==> src/design/page_frame_refcount_allocator_core_macros.svh <==
// Assertion macros shared by the page frame allocator RTL.
// Depends on nothing; define ASSERT_OFF to compile the checks away.
`ifndef PAGE_FRAME_REFCOUNT_ALLOCATOR_CORE_MACROS_SVH
`define PAGE_FRAME_REFCOUNT_ALLOCATOR_CORE_MACROS_SVH
`ifndef ASSERT_OFF
`define PFRA_ASSERT(lbl, clk, rst_n, prop) \
    lbl: assert property (@(posedge clk) disable iff (!rst_n) prop) \
        else $error("page frame allocator check failed");
`define PFRA_NEVER(lbl, clk, rst_n, cond) \
    lbl: assert property (@(posedge clk) disable iff (!rst_n) !(cond)) \
        else $error("page frame allocator forbidden condition");
`else
`define PFRA_ASSERT(lbl, clk, rst_n, prop)
`define PFRA_NEVER(lbl, clk, rst_n, cond)
`endif
`endif

==> src/design/pfra_pkg.sv <==
// Shared types and codes for the page frame allocator.
// Depends on nothing; used by every module of the block.
`default_nettype none
package pfra_pkg;
    localparam int IDX_W = 21;

    localparam logic [2:0] FUNC_INIT  = 3'd0;
    localparam logic [2:0] FUNC_ALLOC = 3'd1;
    localparam logic [2:0] FUNC_FREE  = 3'd2;
    localparam logic [2:0] FUNC_SHARE = 3'd3;
    localparam logic [2:0] FUNC_COW   = 3'd4;

    localparam logic [2:0] ST_OK       = 3'd0;
    localparam logic [2:0] ST_OOM      = 3'd1;
    localparam logic [2:0] ST_BELOW    = 3'd2;
    localparam logic [2:0] ST_NOFRAME  = 3'd3;
    localparam logic [2:0] ST_FREED    = 3'd4;
    localparam logic [2:0] ST_OVERFLOW = 3'd5;

    localparam logic [7:0] USED_MARK = 8'd100;
    localparam logic [7:0] COUNT_MAX = 8'd255;

    typedef struct packed {
        logic [2:0]       func;
        logic             below;
        logic             tracked;
        logic [31:0]      addr;
        logic [31:0]      end_addr;
        logic [IDX_W-1:0] idx;
        logic [IDX_W-1:0] idx_hi;
    } cmd_t;
endpackage
`default_nettype wire

==> src/design/pfra_front.sv <==
// Front end: registers an incoming item and classifies its address.
// Depends on pfra_pkg.
`default_nettype none
module pfra_front #(
    parameter int NUM_FRAMES   = 4096,
    parameter int BASE_ADDRESS = 1048576,
    parameter int PAGE_SHIFT   = 12
) (
    input  wire logic         aclk,
    input  wire logic         aresetn,
    input  wire logic         s_valid,
    output logic              s_ready,
    input  wire logic [2:0]   s_func,
    input  wire logic [31:0]  s_page_address,
    input  wire logic [31:0]  s_end_address,
    output logic              f_valid,
    input  wire logic         f_ready,
    output pfra_pkg::cmd_t    f_cmd
);
    import pfra_pkg::*;

    localparam logic [31:0] BASE = 32'(BASE_ADDRESS);
    localparam logic [31:0] NUMF = 32'(NUM_FRAMES);
    localparam logic [31:0] PMASK = ~((32'd1 << PAGE_SHIFT) - 32'd1);

    logic        valid_reg;
    cmd_t        cmd_reg;
    cmd_t        cmd_next;
    logic [31:0] sel_addr, sel_fidx, end_fidx;
    logic        sel_below, end_below;

    always_comb begin
        // free uses the raw address, share and copy-on-write the page-aligned one
        sel_addr  = (s_func == FUNC_FREE || s_func == FUNC_INIT) ? s_page_address
                                                                  : (s_page_address & PMASK);
        sel_below = sel_addr < BASE;
        sel_fidx  = (sel_addr - BASE) >> PAGE_SHIFT;
        end_below = s_end_address < BASE;
        end_fidx  = (s_end_address - BASE) >> PAGE_SHIFT;

        cmd_next.func     = s_func;
        cmd_next.below    = sel_below;
        cmd_next.tracked  = !sel_below && (sel_fidx < NUMF);
        cmd_next.addr     = s_page_address;
        cmd_next.end_addr = s_end_address;
        cmd_next.idx      = sel_below ? '0 :
                            (sel_fidx > NUMF) ? IDX_W'(NUMF) : IDX_W'(sel_fidx);
        cmd_next.idx_hi   = end_below ? '0 :
                            (end_fidx > NUMF) ? IDX_W'(NUMF) : IDX_W'(end_fidx);
    end

    assign s_ready = !valid_reg || f_ready;
    assign f_valid = valid_reg;
    assign f_cmd   = cmd_reg;

    always_ff @(posedge aclk) begin
        if (!aresetn) begin
            valid_reg <= 1'b0;
        end else if (s_ready) begin
            valid_reg <= s_valid;
        end
        if (s_valid && s_ready) begin
            cmd_reg <= cmd_next;
        end
    end
endmodule
`default_nettype wire

==> config.mk <==
export PLATFORM = sky130hd
export DESIGN_NAME = pfra_front
export DESIGN_NICKNAME = d
export VERILOG_FILES = /design/src/design/page_frame_refcount_allocator_core_macros.svh /design/src/design/pfra_pkg.sv /design/src/design/pfra_front.sv
export SDC_FILE = /design/constraint.sdc
export NUM_CORES = 1
export LEC_CHECK = 0
export BUFFER_PORTS_ARGS = -buffer_cell sky130_fd_sc_hd__buf_2
export CORE_MARGIN = 2
export CORE_UTILIZATION = 51
export DETAILED_ROUTE_END_ITERATION = 8
export PLACE_DENSITY = 0.85
export SYNTH_ARGS = -nofsm -noshare
export SYNTH_HDL_FRONTEND = slang
export SYNTH_SLANG_ARGS = --single-unit
==> constraint.sdc <==
create_clock -name aclk -period 7.5 [get_ports aclk]
set_clock_uncertainty 0.1 [all_clocks]
set_input_delay 0.375 -clock aclk [delete_from_list [all_inputs] [get_ports aclk]]
set_output_delay 0.375 -clock aclk [all_outputs]
set_load 0.01 [all_outputs]
==> impl_metrics.prom <==
# TYPE chip_impl_metric gauge
chip_impl_info{name="outcome",value="finished, final reports clean"} 1
chip_impl_metric{name="cts_resized",unit=""} 0
chip_impl_metric{name="syn_area_per_cell",unit="um2"} 17.03
chip_impl_metric{name="die_area",unit="mm2"} 0.008991
chip_impl_metric{name="timing_worst_slew_pin_value",unit="ps"} 968.0
chip_impl_metric{name="grt_pass1_wl",unit="um"} 12900
chip_impl_info{name="critical_path_class",value="input pin to flip-flop"} 1
chip_impl_metric{name="drt-wirelength-per-cell",unit="um"} 16.04
chip_impl_info{name="synthTopCellsByArea",value="sky130_fd_sc_hd__edfxtp_1 (78%), sky130_fd_sc_hd__nor3_2 (2.4%), sky130_fd_sc_hd__and2_1 (1.6%), sky130_fd_sc_hd__nor3_1 (1.4%), sky130_fd_sc_hd__xnor2_1 (1.2%)"} 1
chip_impl_info{name="min-delay-path-class",value="input pin to flip-flop"} 1
chip_impl_metric{name="final.setup.tns",unit="ps"} 0
chip_impl_metric{name="grt_util_all_layers",unit=""} 0.1930
chip_impl_info{name="timing.critical_path.slowest_stage_cell",value="sky130_fd_sc_hd__a2111oi_2"} 1
chip_impl_metric{name="cp_data_arrival_time",unit="ps"} 2630
chip_impl_metric{name="slew-limit-headroom",unit=""} 0.3546
chip_impl_info{name="synth_top_family_by_area",value="simple AND/OR/NAND/NOR gates"} 1
chip_impl_info{name="timing.critical_path.to_type",value="flip-flop"} 1
chip_impl_info{name="synth.largest_area_cell",value="sky130_fd_sc_hd__edfxtp_1"} 1
chip_impl_metric{name="antenna_violating_nets_post_route",unit=""} 0
chip_impl_metric{name="setup-violations-final",unit=""} 0
chip_impl_metric{name="grt_max_degree",unit=""} 79
chip_impl_metric{name="synth_cell_types",unit=""} 51
chip_impl_metric{name="timing.critical_path.fanout_max",unit=""} 12
chip_impl_info{name="cts-root-buf",value="sky130_fd_sc_hd__clkbuf_8"} 1
chip_impl_metric{name="fp.dieH",unit="um"} 94.82
chip_impl_metric{name="flow.area_growth_from_synthesis",unit="%"} 29.51
chip_impl_metric{name="routed_wl",unit="um"} 8950
chip_impl_metric{name="part_of_the_cycle_the_worst_path_needs",unit=""} 0.3331
chip_impl_metric{name="final_net_count",unit=""} 523
chip_impl_metric{name="drv_cap",unit=""} 0
chip_impl_metric{name="syn_area",unit="mm2"} 0.004207
chip_impl_metric{name="std_cell_rows",unit=""} 33
chip_impl_metric{name="ir_drop",unit="V"} 0.00009158
chip_impl_metric{name="grt_remaining_overflow",unit=""} 0
chip_impl_metric{name="cts_setup_buffers",unit=""} 0
chip_impl_metric{name="first_pass_iters",unit=""} 4
chip_impl_metric{name="grt_antenna_before_repair",unit=""} 0
chip_impl_metric{name="yosys-mux-area-fraction",unit=""} 0.002677
chip_impl_metric{name="slew_viol_final",unit=""} 0
chip_impl_metric{name="synth_cells",unit=""} 247
chip_impl_metric{name="power_density",unit="mW/mm2"} 217.2
chip_impl_metric{name="gp_congestion",unit=""} 0.8378
chip_impl_metric{name="core_area",unit="mm2"} 0.008093
chip_impl_metric{name="floorplan.initialDensity",unit=""} 0.5198
chip_impl_metric{name="worst_skew_pair.late_latency",unit="ps"} 370
chip_impl_metric{name="synth_top_cell_area_share",unit=""} 0.7781
chip_impl_metric{name="io_pins",unit=""} 184
chip_impl_metric{name="crit_buf_inv",unit=""} 2
chip_impl_metric{name="dieWidth",unit="um"} 94.82
chip_impl_metric{name="synth_seq_area_share",unit=""} 0.7829
chip_impl_metric{name="cts-buffers-inserted",unit=""} 9
chip_impl_metric{name="synthesized_area_fraction_occupied_by_adder_cells",unit=""} 0.01457
chip_impl_info{name="worstSetupStartpointType",value="input pin"} 1
chip_impl_metric{name="synthSimpleGateAreaFrac",unit=""} 0.1222
chip_impl_metric{name="critPathMaxStageDelay",unit="ps"} 870
chip_impl_metric{name="drcViolationCount",unit=""} 0
chip_impl_metric{name="antenna-diode-count",unit=""} 0
chip_impl_metric{name="ctsHoldBuffers",unit=""} 0
chip_impl_metric{name="postSynthRegisterBits",unit=""} 110
chip_impl_metric{name="p_comb_frac",unit=""} 0.103
chip_impl_info{name="path_cells",value="buf_2 -> inv_1 -> ha_1 -> xor2_1 -> nor4_1 -> nand4_1 -> a2111oi_2 -> nor2b_1"} 1
chip_impl_metric{name="fmax",unit="MHz"} 400.3
chip_impl_metric{name="ctsLongestPathBuffers",unit=""} 2
chip_impl_metric{name="dpl.hpwl",unit="um"} 6689
chip_impl_metric{name="layout_min_cycle_time",unit="ps"} 2498
chip_impl_metric{name="first_global_vias",unit=""} 2550
chip_impl_metric{name="yosys_warnings",unit=""} 0
chip_impl_info{name="cts_tree",value="built"} 1
chip_impl_metric{name="power.share.sequential",unit=""} 0.611
chip_impl_metric{name="via_count",unit=""} 2800
chip_impl_metric{name="path_clk_slew",unit="ps"} 120
chip_impl_metric{name="synth_compound_gate_area_share",unit=""} 0.03718
chip_impl_metric{name="report.final.hold_viol_count",unit=""} 0
chip_impl_metric{name="power.share.clock",unit=""} 0.286
chip_impl_metric{name="net-switching-power",unit="mW"} 0.2949
chip_impl_info{name="timing.critical_path.max_delay_family",value="compound AO/OA/AOI/OAI gates"} 1
chip_impl_metric{name="synth-edff-count",unit=""} 109
chip_impl_metric{name="fraction_of_final_layout_cells_with_drive_strength_greater_than_1",unit=""} 0.4834
chip_impl_metric{name="leakage_power",unit="nW"} 2.219
chip_impl_metric{name="hold_ws",unit="ps"} 60.16
chip_impl_metric{name="drt_iter0_drc",unit=""} 78
chip_impl_metric{name="synth-xor-area-share",unit=""} 0.01666
chip_impl_info{name="rsz0062_at_grt",value="false"} 1
chip_impl_metric{name="io_buffers",unit=""} 181
chip_impl_metric{name="critical_path_required",unit="ps"} 7630
chip_impl_metric{name="cts_max_level",unit=""} 3
chip_impl_metric{name="power_switching_share",unit=""} 0.2493
chip_impl_metric{name="vias_per_cell",unit=""} 5.018
chip_impl_info{name="yosys.cell_count.top_type",value="sky130_fd_sc_hd__edfxtp_1"} 1
chip_impl_metric{name="cts.sinks",unit=""} 110
chip_impl_metric{name="internal_power",unit="mW"} 0.8881
chip_impl_metric{name="async_reset_ff_frac",unit=""} 0
chip_impl_info{name="dominantRegCellSynth",value="sky130_fd_sc_hd__edfxtp_1"} 1
chip_impl_info{name="synth_commonest_cells",value="sky130_fd_sc_hd__edfxtp_1 (109), sky130_fd_sc_hd__inv_1 (13), sky130_fd_sc_hd__nor2_1 (12), sky130_fd_sc_hd__nor3_1 (12), sky130_fd_sc_hd__and2_1 (11)"} 1
-- sequential cells by signal, summed over array words and instances, names as in the netlist --
signal,cells
f_valid,1
f_cmd,109
-- power by group through the flow --
stage / Combinational [mW] / Clock [mW] / Sequential [mW]
floorplan: 0.0340 / 0 / 0.759
global placement: 0.119 / 0 / 0.735
detailed placement: 0.122 / 0 / 0.737
CTS: 0.123 / 0.341 / 0.723
global route: 0.134 / 0.366 / 0.726
finish: 0.122 / 0.338 / 0.723
-- cell type report --
class	count	area (um2)
Tap cell	105	131.4
Clock inverter	7	61.31
Clock buffer	9	123.9
Fill cell	612	2645
Inverter	13	48.80
Sequential cell	110	3293
Timing Repair Buffer	182	913.4
Multi-Input combinational cell	132	875.8
-- logic make-up (layout without fill, tap and decap cells) --
logic type	Yosys count	in the layout
simple gates	81	81
xor+xnor	8	8
flops	110	110
fa+ha+maj	5	5
compound gates	21	21
mux	1	1
other cells	1	16
buf+inv	20	211
-- path summary, 6_finish.rpt --
check	slack (ps)	depth (start not counted)	to	start
min reg2reg	440	2	f_valid	f_valid
min	60	1	f_cmd[74]	s_page_address[0]
max reg2reg	5330	3	f_cmd[94]	f_valid
max	5000	8	f_cmd[9]	s_end_address[20]
-- per-layer routing --
layer,part of all wire,global-route usage,up-vias
li1,-,-,1326
met1,0.41,0.2440,1333
met2,0.49,0.3168,125
met3,0.078,0.04868,16
met4,0.021,0.08454,0
met5,0,0,-
-- layout by cell type, fill, tap and decap left out, drive strengths merged, types with 4 or more instances in the layout --
master | netlist | layout
buf | 6 | 182
edfxtp | 109 | 109
nor3 | 22 | 22
inv | 13 | 17
conb | 1 | 16
nor2 | 12 | 12
and2 | 11 | 11
clkbuf | 1 | 9
nor4 | 7 | 7
nand2 | 6 | 6
xnor2 | 6 | 6
ha | 4 | 4
o21ai | 4 | 4
-- per-stage QoR --
| step | instance area, um2 | power, mW | std cells | utilization | setup slack [ps] |
|---|---|---|---|---|---|
| detailed placement | 5263 | 0.8599 | 542 | 0.6503 | 4655 |
| floorplan | 4263 | 0.7931 | 262 | - | 3818 |
| global route | 5448 | 1.227 | 558 | 0.6732 | 4782 |
| CTS | 5448 | 1.188 | 558 | 0.6732 | 5028 |
| global placement | 5263 | 0.8545 | 542 | 0.6503 | 4809 |
| finish | 5448 | 1.183 | 558 | 0.6732 | 5002 |
(Power assumes the default switching activity.)
