File: src/design/page_frame_refcount_allocator_core_macros.svh
// Assertion macros shared by the page frame allocator RTL.
// Depends on nothing; define ASSERT_OFF to compile the checks away.
`ifndef PAGE_FRAME_REFCOUNT_ALLOCATOR_CORE_MACROS_SVH
`define PAGE_FRAME_REFCOUNT_ALLOCATOR_CORE_MACROS_SVH
`ifndef ASSERT_OFF
`define PFRA_ASSERT(lbl, clk, rst_n, prop) \
    lbl: assert property (@(posedge clk) disable iff (!rst_n) prop) \
        else $error("page frame allocator check failed");
`define PFRA_NEVER(lbl, clk, rst_n, cond) \
    lbl: assert property (@(posedge clk) disable iff (!rst_n) !(cond)) \
        else $error("page frame allocator forbidden condition");
`else
`define PFRA_ASSERT(lbl, clk, rst_n, prop)
`define PFRA_NEVER(lbl, clk, rst_n, cond)
`endif
`endif

File: src/design/pfra_pkg.sv
// Shared types and codes for the page frame allocator.
// Depends on nothing; used by every module of the block.
`default_nettype none
package pfra_pkg;
    localparam int IDX_W = 21;

    localparam logic [2:0] FUNC_INIT  = 3'd0;
    localparam logic [2:0] FUNC_ALLOC = 3'd1;
    localparam logic [2:0] FUNC_FREE  = 3'd2;
    localparam logic [2:0] FUNC_SHARE = 3'd3;
    localparam logic [2:0] FUNC_COW   = 3'd4;

    localparam logic [2:0] ST_OK       = 3'd0;
    localparam logic [2:0] ST_OOM      = 3'd1;
    localparam logic [2:0] ST_BELOW    = 3'd2;
    localparam logic [2:0] ST_NOFRAME  = 3'd3;
    localparam logic [2:0] ST_FREED    = 3'd4;
    localparam logic [2:0] ST_OVERFLOW = 3'd5;

    localparam logic [7:0] USED_MARK = 8'd100;
    localparam logic [7:0] COUNT_MAX = 8'd255;

    typedef struct packed {
        logic [2:0]       func;
        logic             below;
        logic             tracked;
        logic [31:0]      addr;
        logic [31:0]      end_addr;
        logic [IDX_W-1:0] idx;
        logic [IDX_W-1:0] idx_hi;
    } cmd_t;
endpackage
`default_nettype wire

File: src/design/pfra_queue.sv
// Two-entry queue of classified commands between front and back.
// Depends on pfra_pkg.
`default_nettype none
module pfra_queue (
    input  wire logic      aclk,
    input  wire logic      aresetn,
    input  wire logic      w_valid,
    output logic           w_ready,
    input  pfra_pkg::cmd_t w_cmd,
    output logic           r_valid,
    input  wire logic      r_ready,
    output pfra_pkg::cmd_t r_cmd
);
    import pfra_pkg::*;

    cmd_t       slot_reg [2];
    logic       wr_ptr_reg, rd_ptr_reg;
    logic [1:0] cnt_reg;
    logic       push, pop;

    assign w_ready = cnt_reg != 2'd2;
    assign r_valid = cnt_reg != 2'd0;
    assign r_cmd   = slot_reg[rd_ptr_reg];
    assign push    = w_valid && w_ready;
    assign pop     = r_valid && r_ready;

    always_ff @(posedge aclk) begin
        if (!aresetn) begin
            wr_ptr_reg <= 1'b0;
            rd_ptr_reg <= 1'b0;
            cnt_reg    <= 2'd0;
        end else begin
            if (push) wr_ptr_reg <= !wr_ptr_reg;
            if (pop)  rd_ptr_reg <= !rd_ptr_reg;
            cnt_reg <= cnt_reg + {1'b0, push} - {1'b0, pop};
        end
        if (push) begin
            slot_reg[wr_ptr_reg] <= w_cmd;
        end
    end
endmodule
`default_nettype wire

File: config.mk
export PLATFORM = sky130hd
export DESIGN_NAME = pfra_queue
export DESIGN_NICKNAME = d
export VERILOG_FILES = /design/src/design/page_frame_refcount_allocator_core_macros.svh /design/src/design/pfra_pkg.sv /design/src/design/pfra_queue.sv
export SDC_FILE = /design/constraint.sdc
export NUM_CORES = 1
export LEC_CHECK = 0
export ABC_AREA = 0
export BUFFER_PORTS_ARGS = -buffer_cell sky130_fd_sc_hd__clkbuf_2
export CAP_MARGIN = 40
export CORE_ASPECT_RATIO = 1.5
export CORE_UTILIZATION = 56
export DETAILED_ROUTE_END_ITERATION = 10
export PLACE_DENSITY_LB_ADDON = 0.05
export SLEW_MARGIN = 20
export SYNTH_ARGS = -nofsm -noshare
export SYNTH_HDL_FRONTEND = slang
export SYNTH_SLANG_ARGS = --single-unit
File: constraint.sdc
create_clock -name aclk -period 12.75 [get_ports aclk]
set_input_delay 3.1875 -clock aclk [delete_from_list [all_inputs] [get_ports aclk]]
set_output_delay 3.1875 -clock aclk [all_outputs]
set_load 0.01 [all_outputs]
==> key figures, run 1 <==
Outcome
  – Status: complete, no violations

Clocking
  – Clock Path Buffers: 3
  – Hold buffer count at CTS: 0
  – Total clock buffers created by CTS: 20
  – CTS tree: built
  – Post_cts resized: 0
  – Setup bufs post-CTS: 0
  – Clock Pin Slew Worst Setup and Hold Paths: 0.06 ns
  – Clock root cell: clkbuf_16
  – H-tree levels: 1
  – CTS sink cnt: 227
  – Clk Latency, worst-skew pair: 0.48 ns

Synth
  – Yosys cell types: 26
  – Ys flop type: edfxtp_1
  – Flop and latch count out of synthesis: 227
  – Syn Nets: 491
  – Post-synth top area share: 80.3%
  – Post-synth top cells: 222 x edfxtp_1, 70 x mux2_2, 41 x mux2_1
  – Post-Syn Area: 8300 sq um
  – Synth Area per Inst: 22.1 sq um
  – Async SR Flop Fraction: 0%
  – Yosys top cell by area: edfxtp_1
  – Synth Instances: 375
  – Register area share after synthesis: 81.5%
  – Count leader, synth: edfxtp_1
  – Syn. warnings: 0
  – EDFF count, synth: 222
  – Largest cells by area after synthesis: edfxtp_1 80%, mux2_2 9.5%, mux2_1 5.6%

Timing
  – Fin Setup TNS: 0 ns
  – Max Clk Rate: 174 MHz
  – Slew headroom: 46.4%
  – Part of the cycle the worst path needs: 45.1%
  – Count of final hold-check violations: 0
  – # setup viols final: 0
  – Slew Limit Fails: 0
  – Final Skew: 0.0129 ns
  – Min Clock Period, post-route: 5.75 ns
  – Worst Tran Pin Value: 0.804 ns
  – RSZ-0062 raised after global routing: false

Worst setup path
  – Worst EP arrival: 2.57 ns
  – CP peak stage delay: 0.64 ns
  – Critical path capture point: r_cmd[62]
  – Crit-path cells: buf_4 > buf_12 > mux2_1 > clkbuf_2
  – Element type at the critical path start: flip-flop
  – WP depth: 4
  – CP Buf/Inv Count: 3
  – Data required, critical path: 9.56 ns
  – Worst-path fanout max: 51
  – WS Path Type: flip-flop to primary output
  – Worst reg2reg startpoint: cnt_reg[0]$_SDFF_PN0_
  – Cell family with most CP delay: buffers and inverters
  – Crit-path slowest cell: buf_4
  – R2r endpoint: slot_reg[0][12]$_DFFE_PP_
  – R2R Setup Slk: 10.22 ns
  – CP endpoint kind: primary output
  – R2r worst-path depth: 4

Final layout
  – # nets final: 732
  – Area delta synth->final: 24.4%
  – Max reg flops: 222
  – Post-route cell area: 10300 sq um
  – Share of cells above drive strength 1: 53.7%
  – Antenna diode count: 0
  – Final core utilization: 71.1%

Route
  – Via count: 4173
  – Wire per inst: 17.6 um
  – Antenna Nets Post-Route: 0
  – Met2 wire length: 7700 um
  – DRT met1 WL: 5090 um
  – Max Used Layer: met4
  – DRC errors left: 0
  – Metal3 WL: 1330 um
  – DR iter-0 viols: 175
  – Final wirelength: 14600 um
  – Drt pass-1 iters: 4
  – Drt via density: 5.05

Floorplanning
  – Core area: 14500 sq um
  – Initial Util: 57.1%
  – Row count: 54
  – Die Y-Extent: 151 um
  – Die ar.: 15300 sq um
  – I/O pin total: 228
  – Die width: 101 um

GRT
  – GR Overflow Total: 0
  – Vias in the first global route: 4306
  – Antenna violations before repair: 0
  – Largest net degree at the start of global routing: 62
  – GRT Resource Usage Total: 18.5%
  – First-pass GRT wire length: 21000 um

Power
  – Peak supply drop: 137 uV
  – Total power: 1920 uW
  – Leakage: 0.00392 uW
  – PD cells: 186 nW/um^2

Hold path
  – Hold_sp: rd_ptr_reg$_SDFFE_PN0P_
  – Worst Hold Class: flip-flop to flip-flop
  – Hold Path Stages: 2

Run
  – Max cap viols: 0

Placed design
  – DP HPWL: 9680 um
  – Area after DPL: 9620 sq um
  – Port bufs: 227
  – GPL Wtd Cong: 0.706
[cells by family (layout without fill, tap and decap cells)]
group / count (synthesis) / after routing / synth area share [%]
adders and majority gates: 1 / 1 / 0.151
buffers and inverters: 14 / 269 / 1.52
muxes: 111 / 111 / 15.1
xor gates and xnor gates: 1 / 1 / 0.106
DFF: 227 / 227 / 81.5
and+or+nand+nor: 15 / 15 / 1.10
AOI/OAI and AO/OA: 6 / 6 / 0.528
[how the worst min path moves through the flow]
stage	to
final	flip-flop
after global routing	flip-flop
after CTS	flip-flop
after detailed placement	flip-flop
after global placement	rd_ptr_reg$_SDFFE_PN0P_
after floorplan	flip-flop
[placed cells by master, fill, tap and decap left out, types with 2 or more instances in the layout]
cell type	count
buf_4	3
clkinv_2	3
mux2_2	70
edfxtp_1	222
nor2_1	4
clkbuf_2	227
mux2_1	41
clkbuf_16	21
clkbuf_1	5
bufinv_16	4
o21ai_0	2
dfxtp_1	4
[report_power, final]
group          internal (uW)  switching [uW]  total (uW)
clock network            389             245         634
logic                    163             192         355
registers                907            25.8         932
[area by class of cell]
class	instances	area [sq um]
flip-flops and latches	227	6770
clock inverters	9	148
clock buffers	27	558
repair buffers	231	1180
inverters	2	10.0
multi-input cells	134	1410
well taps	196	245
fillers	960	4210
[tightest hold or removal path: stages, from the launching register on]
cell and delay [ns]:
dfxtp_1 0.33, xor2_1 0.08, nor2_1 0.09
[metal layers]
metal	vias to the layer above	track usage (%)
li1	1969	-
met1	2023	20.0
met2	153	32.8
met3	28	6.51
met4	0	7.25
met5	-	0
[per-stage QoR]
stage               hold WS [ns]  instances  worst slack [ns]
global route               0.564        826              6.83
detailed placement         0.501        790              7.44
floorplan                  0.472        375              6.47
global placement           0.486        789              7.43
finish                     0.534        826              7.00
CTS                        0.528        826              6.93
No activity file was read; power rests on OpenSTA's default activity.
==> inputs of run 2 (changes only) <==
Settings changed: CORE_UTILIZATION 56 to 52.
Clock period 12.75 ns to 5.9 ns, I/O delays scaled along.
==> key figures, run 2 (synthesis gave the netlist of run 1 again) <==
Final layout
  – Area delta synth->final: 23.4%
  – # nets final: 735
  – Final core utilization: 65.6%
  – Filler cells: 1147
  – Multi-input logic area: 1410 sq um
  – Sequential cell area: 6770 sq um
  – Share of cells above drive strength 1: 53.0%
  – Max reg flops: 222
  – Most common cell after layout, fill and taps aside: clkbuf_2
  – Antenna diode count: 0
  – Most frequent cells in the layout: 227 x clkbuf_2, 222 x edfxtp_1, 70 x mux2_2, 41 x mux2_1, 21 x clkbuf_16

GRT
  – First-pass GRT wire length: 22000 um
  – Vias in the first global route: 4323
  – GR Overflow Total: 0
  – GRT Resource Usage Total: 17.7%
  – Antenna violations before repair: 0
  – Largest net degree at the start of global routing: 54

Power
  – Peak supply drop: 301 uV
  – Comb power frac: 19.0%
  – Clock group share of total power: 30.0%
  – Switching share of total power: 25.2%
  – Total power: 3980 uW
  – Switching pwr: 1000 uW
  – Leakage: 0.00388 uW
  – Sequential share of power: 51.0%
  – PD cells: 388 nW/um^2
  – P_int: 2970 uW

Worst setup path
  – R2r worst-path depth: 3
  – CP endpoint kind: primary output
  – Worst-path fanout max: 44
  – Data required, critical path: 4.43 ns
  – Element type at the critical path start: flip-flop
  – WS Path Type: flip-flop to primary output
  – Worst EP arrival: 2.35 ns

Floorplanning
  – I/O pin total: 228
  – Row count: 56
  – Die Y-Extent: 157 um
  – Core area: 15600 sq um
  – Die width: 105 um
  – Die ar.: 16500 sq um
  – Initial Util: 53.1%

Route
  – Drt pass-1 iters: 5
  – Antenna Nets Post-Route: 0
  – DR iter-0 viols: 141
  – Wire per inst: 18.0 um
  – Via count: 4270
  – Final wirelength: 15000 um
  – Drt via density: 5.11
  – DRC errors left: 0

Timing
  – Min Clock Period, post-route: 3.83 ns
  – RSZ-0062 raised after global routing: false
  – Slew headroom: 52.0%
  – Count of final hold-check violations: 0
  – Slew Limit Fails: 0
  – Fin Setup TNS: 0 ns
  – # setup viols final: 0
  – WHS: 0.537 ns
  – Part of the cycle the worst path needs: 64.8%
  – Worst Tran Pin Value: 0.720 ns
  – Max Clk Rate: 261 MHz
  – Final Skew: 0.00777 ns

Placed design
  – Port bufs: 227
  – DP HPWL: 9770 um
  – GPL Wtd Cong: 0.783

Clocking
  – H-tree levels: 1
  – Clock Path Buffers: 3
  – CTS sink cnt: 227
  – Hold buffer count at CTS: 0
  – Clock root cell: clkbuf_16
  – Total clock buffers created by CTS: 21
  – CTS tree: built
  – Clock Pin Slew Worst Setup and Hold Paths: 0.06 ns
  – Clk Latency, worst-skew pair: 0.48 ns
  – Setup bufs post-CTS: 0
  – Post_cts resized: 0

Hold path
  – Hold Path Stages: 2
  – Worst Hold Class: flip-flop to flip-flop

Run
  – Max cap viols: 0

Outcome
  – Status: complete, no violations
-- run 2: changes by cell type in the layout (fill, tap and decap cells not counted), sizes merged --
cell / change
buf: +2
bufinv: -4
clkbuf: +2
clkinv: +2
-- run 2: power by group through the flow --
stage / logic, uW / registers (uW) / clock network (uW)
detailed placement: 770 / 2060 / 0
finish: 755 / 2030 / 1190
global route: 820 / 2050 / 1270
floorplan: 513 / 2030 / 0
global placement: 751 / 2060 / 0
CTS: 774 / 2030 / 1230
-- run 2: final cells by class --
| class | instances | area share [%] |
|---|---|---|
| Clock buffer | 29 | 5.42 |
| Clock inverter | 7 | 0.415 |
| Inverter | 2 | 0.0977 |
| Multi-Input combinational cell | 134 | 13.8 |
| Sequential cell | 227 | 66.1 |
| Tap cell | 203 | 2.48 |
| Timing Repair Buffer | 233 | 11.7 |
-- run 2: layer usage --
metal	track usage (%)	vias up	share of wire [%]
met5	0	-	0
met4	8.18	0	3.6
met3	5.00	41	7.8
met2	30.8	168	51
met1	20.2	2081	37
li1	-	1980	-
-- run 2: worst max-delay path, cell delays in order, from the launching register on --
cell and delay [ns]:
dfxtp_4 0.76, buf_4 0.54, mux2_2 0.40, clkbuf_2 0.13
-- run 2: metrics by stage --
stage / instance area, sq um / setup WS (ns) / std cells
after CTS: 10200 / 2.01 / 835
final: 10200 / 2.07 / 835
after global placement: 9620 / 2.43 / 798
after floorplan: 8300 / 1.33 / 375
after global routing: 10200 / 1.91 / 835
after detailed placement: 9650 / 2.54 / 799
-- run 2: path summary, 6_finish.rpt --
kind | from | to | slack, ns
setup reg to reg | cnt_reg[0]$_SDFF_PN0_ | slot_reg[1][1]$_DFFE_PP_ | 3.74
hold reg to reg | rd_ptr_reg$_SDFFE_PN0P_ | rd_ptr_reg$_SDFFE_PN0P_ | 0.54
hold / removal | rd_ptr_reg$_SDFFE_PN0P_ | rd_ptr_reg$_SDFFE_PN0P_ | 0.54
setup / recovery | flip-flop | r_cmd[53] | 2.07
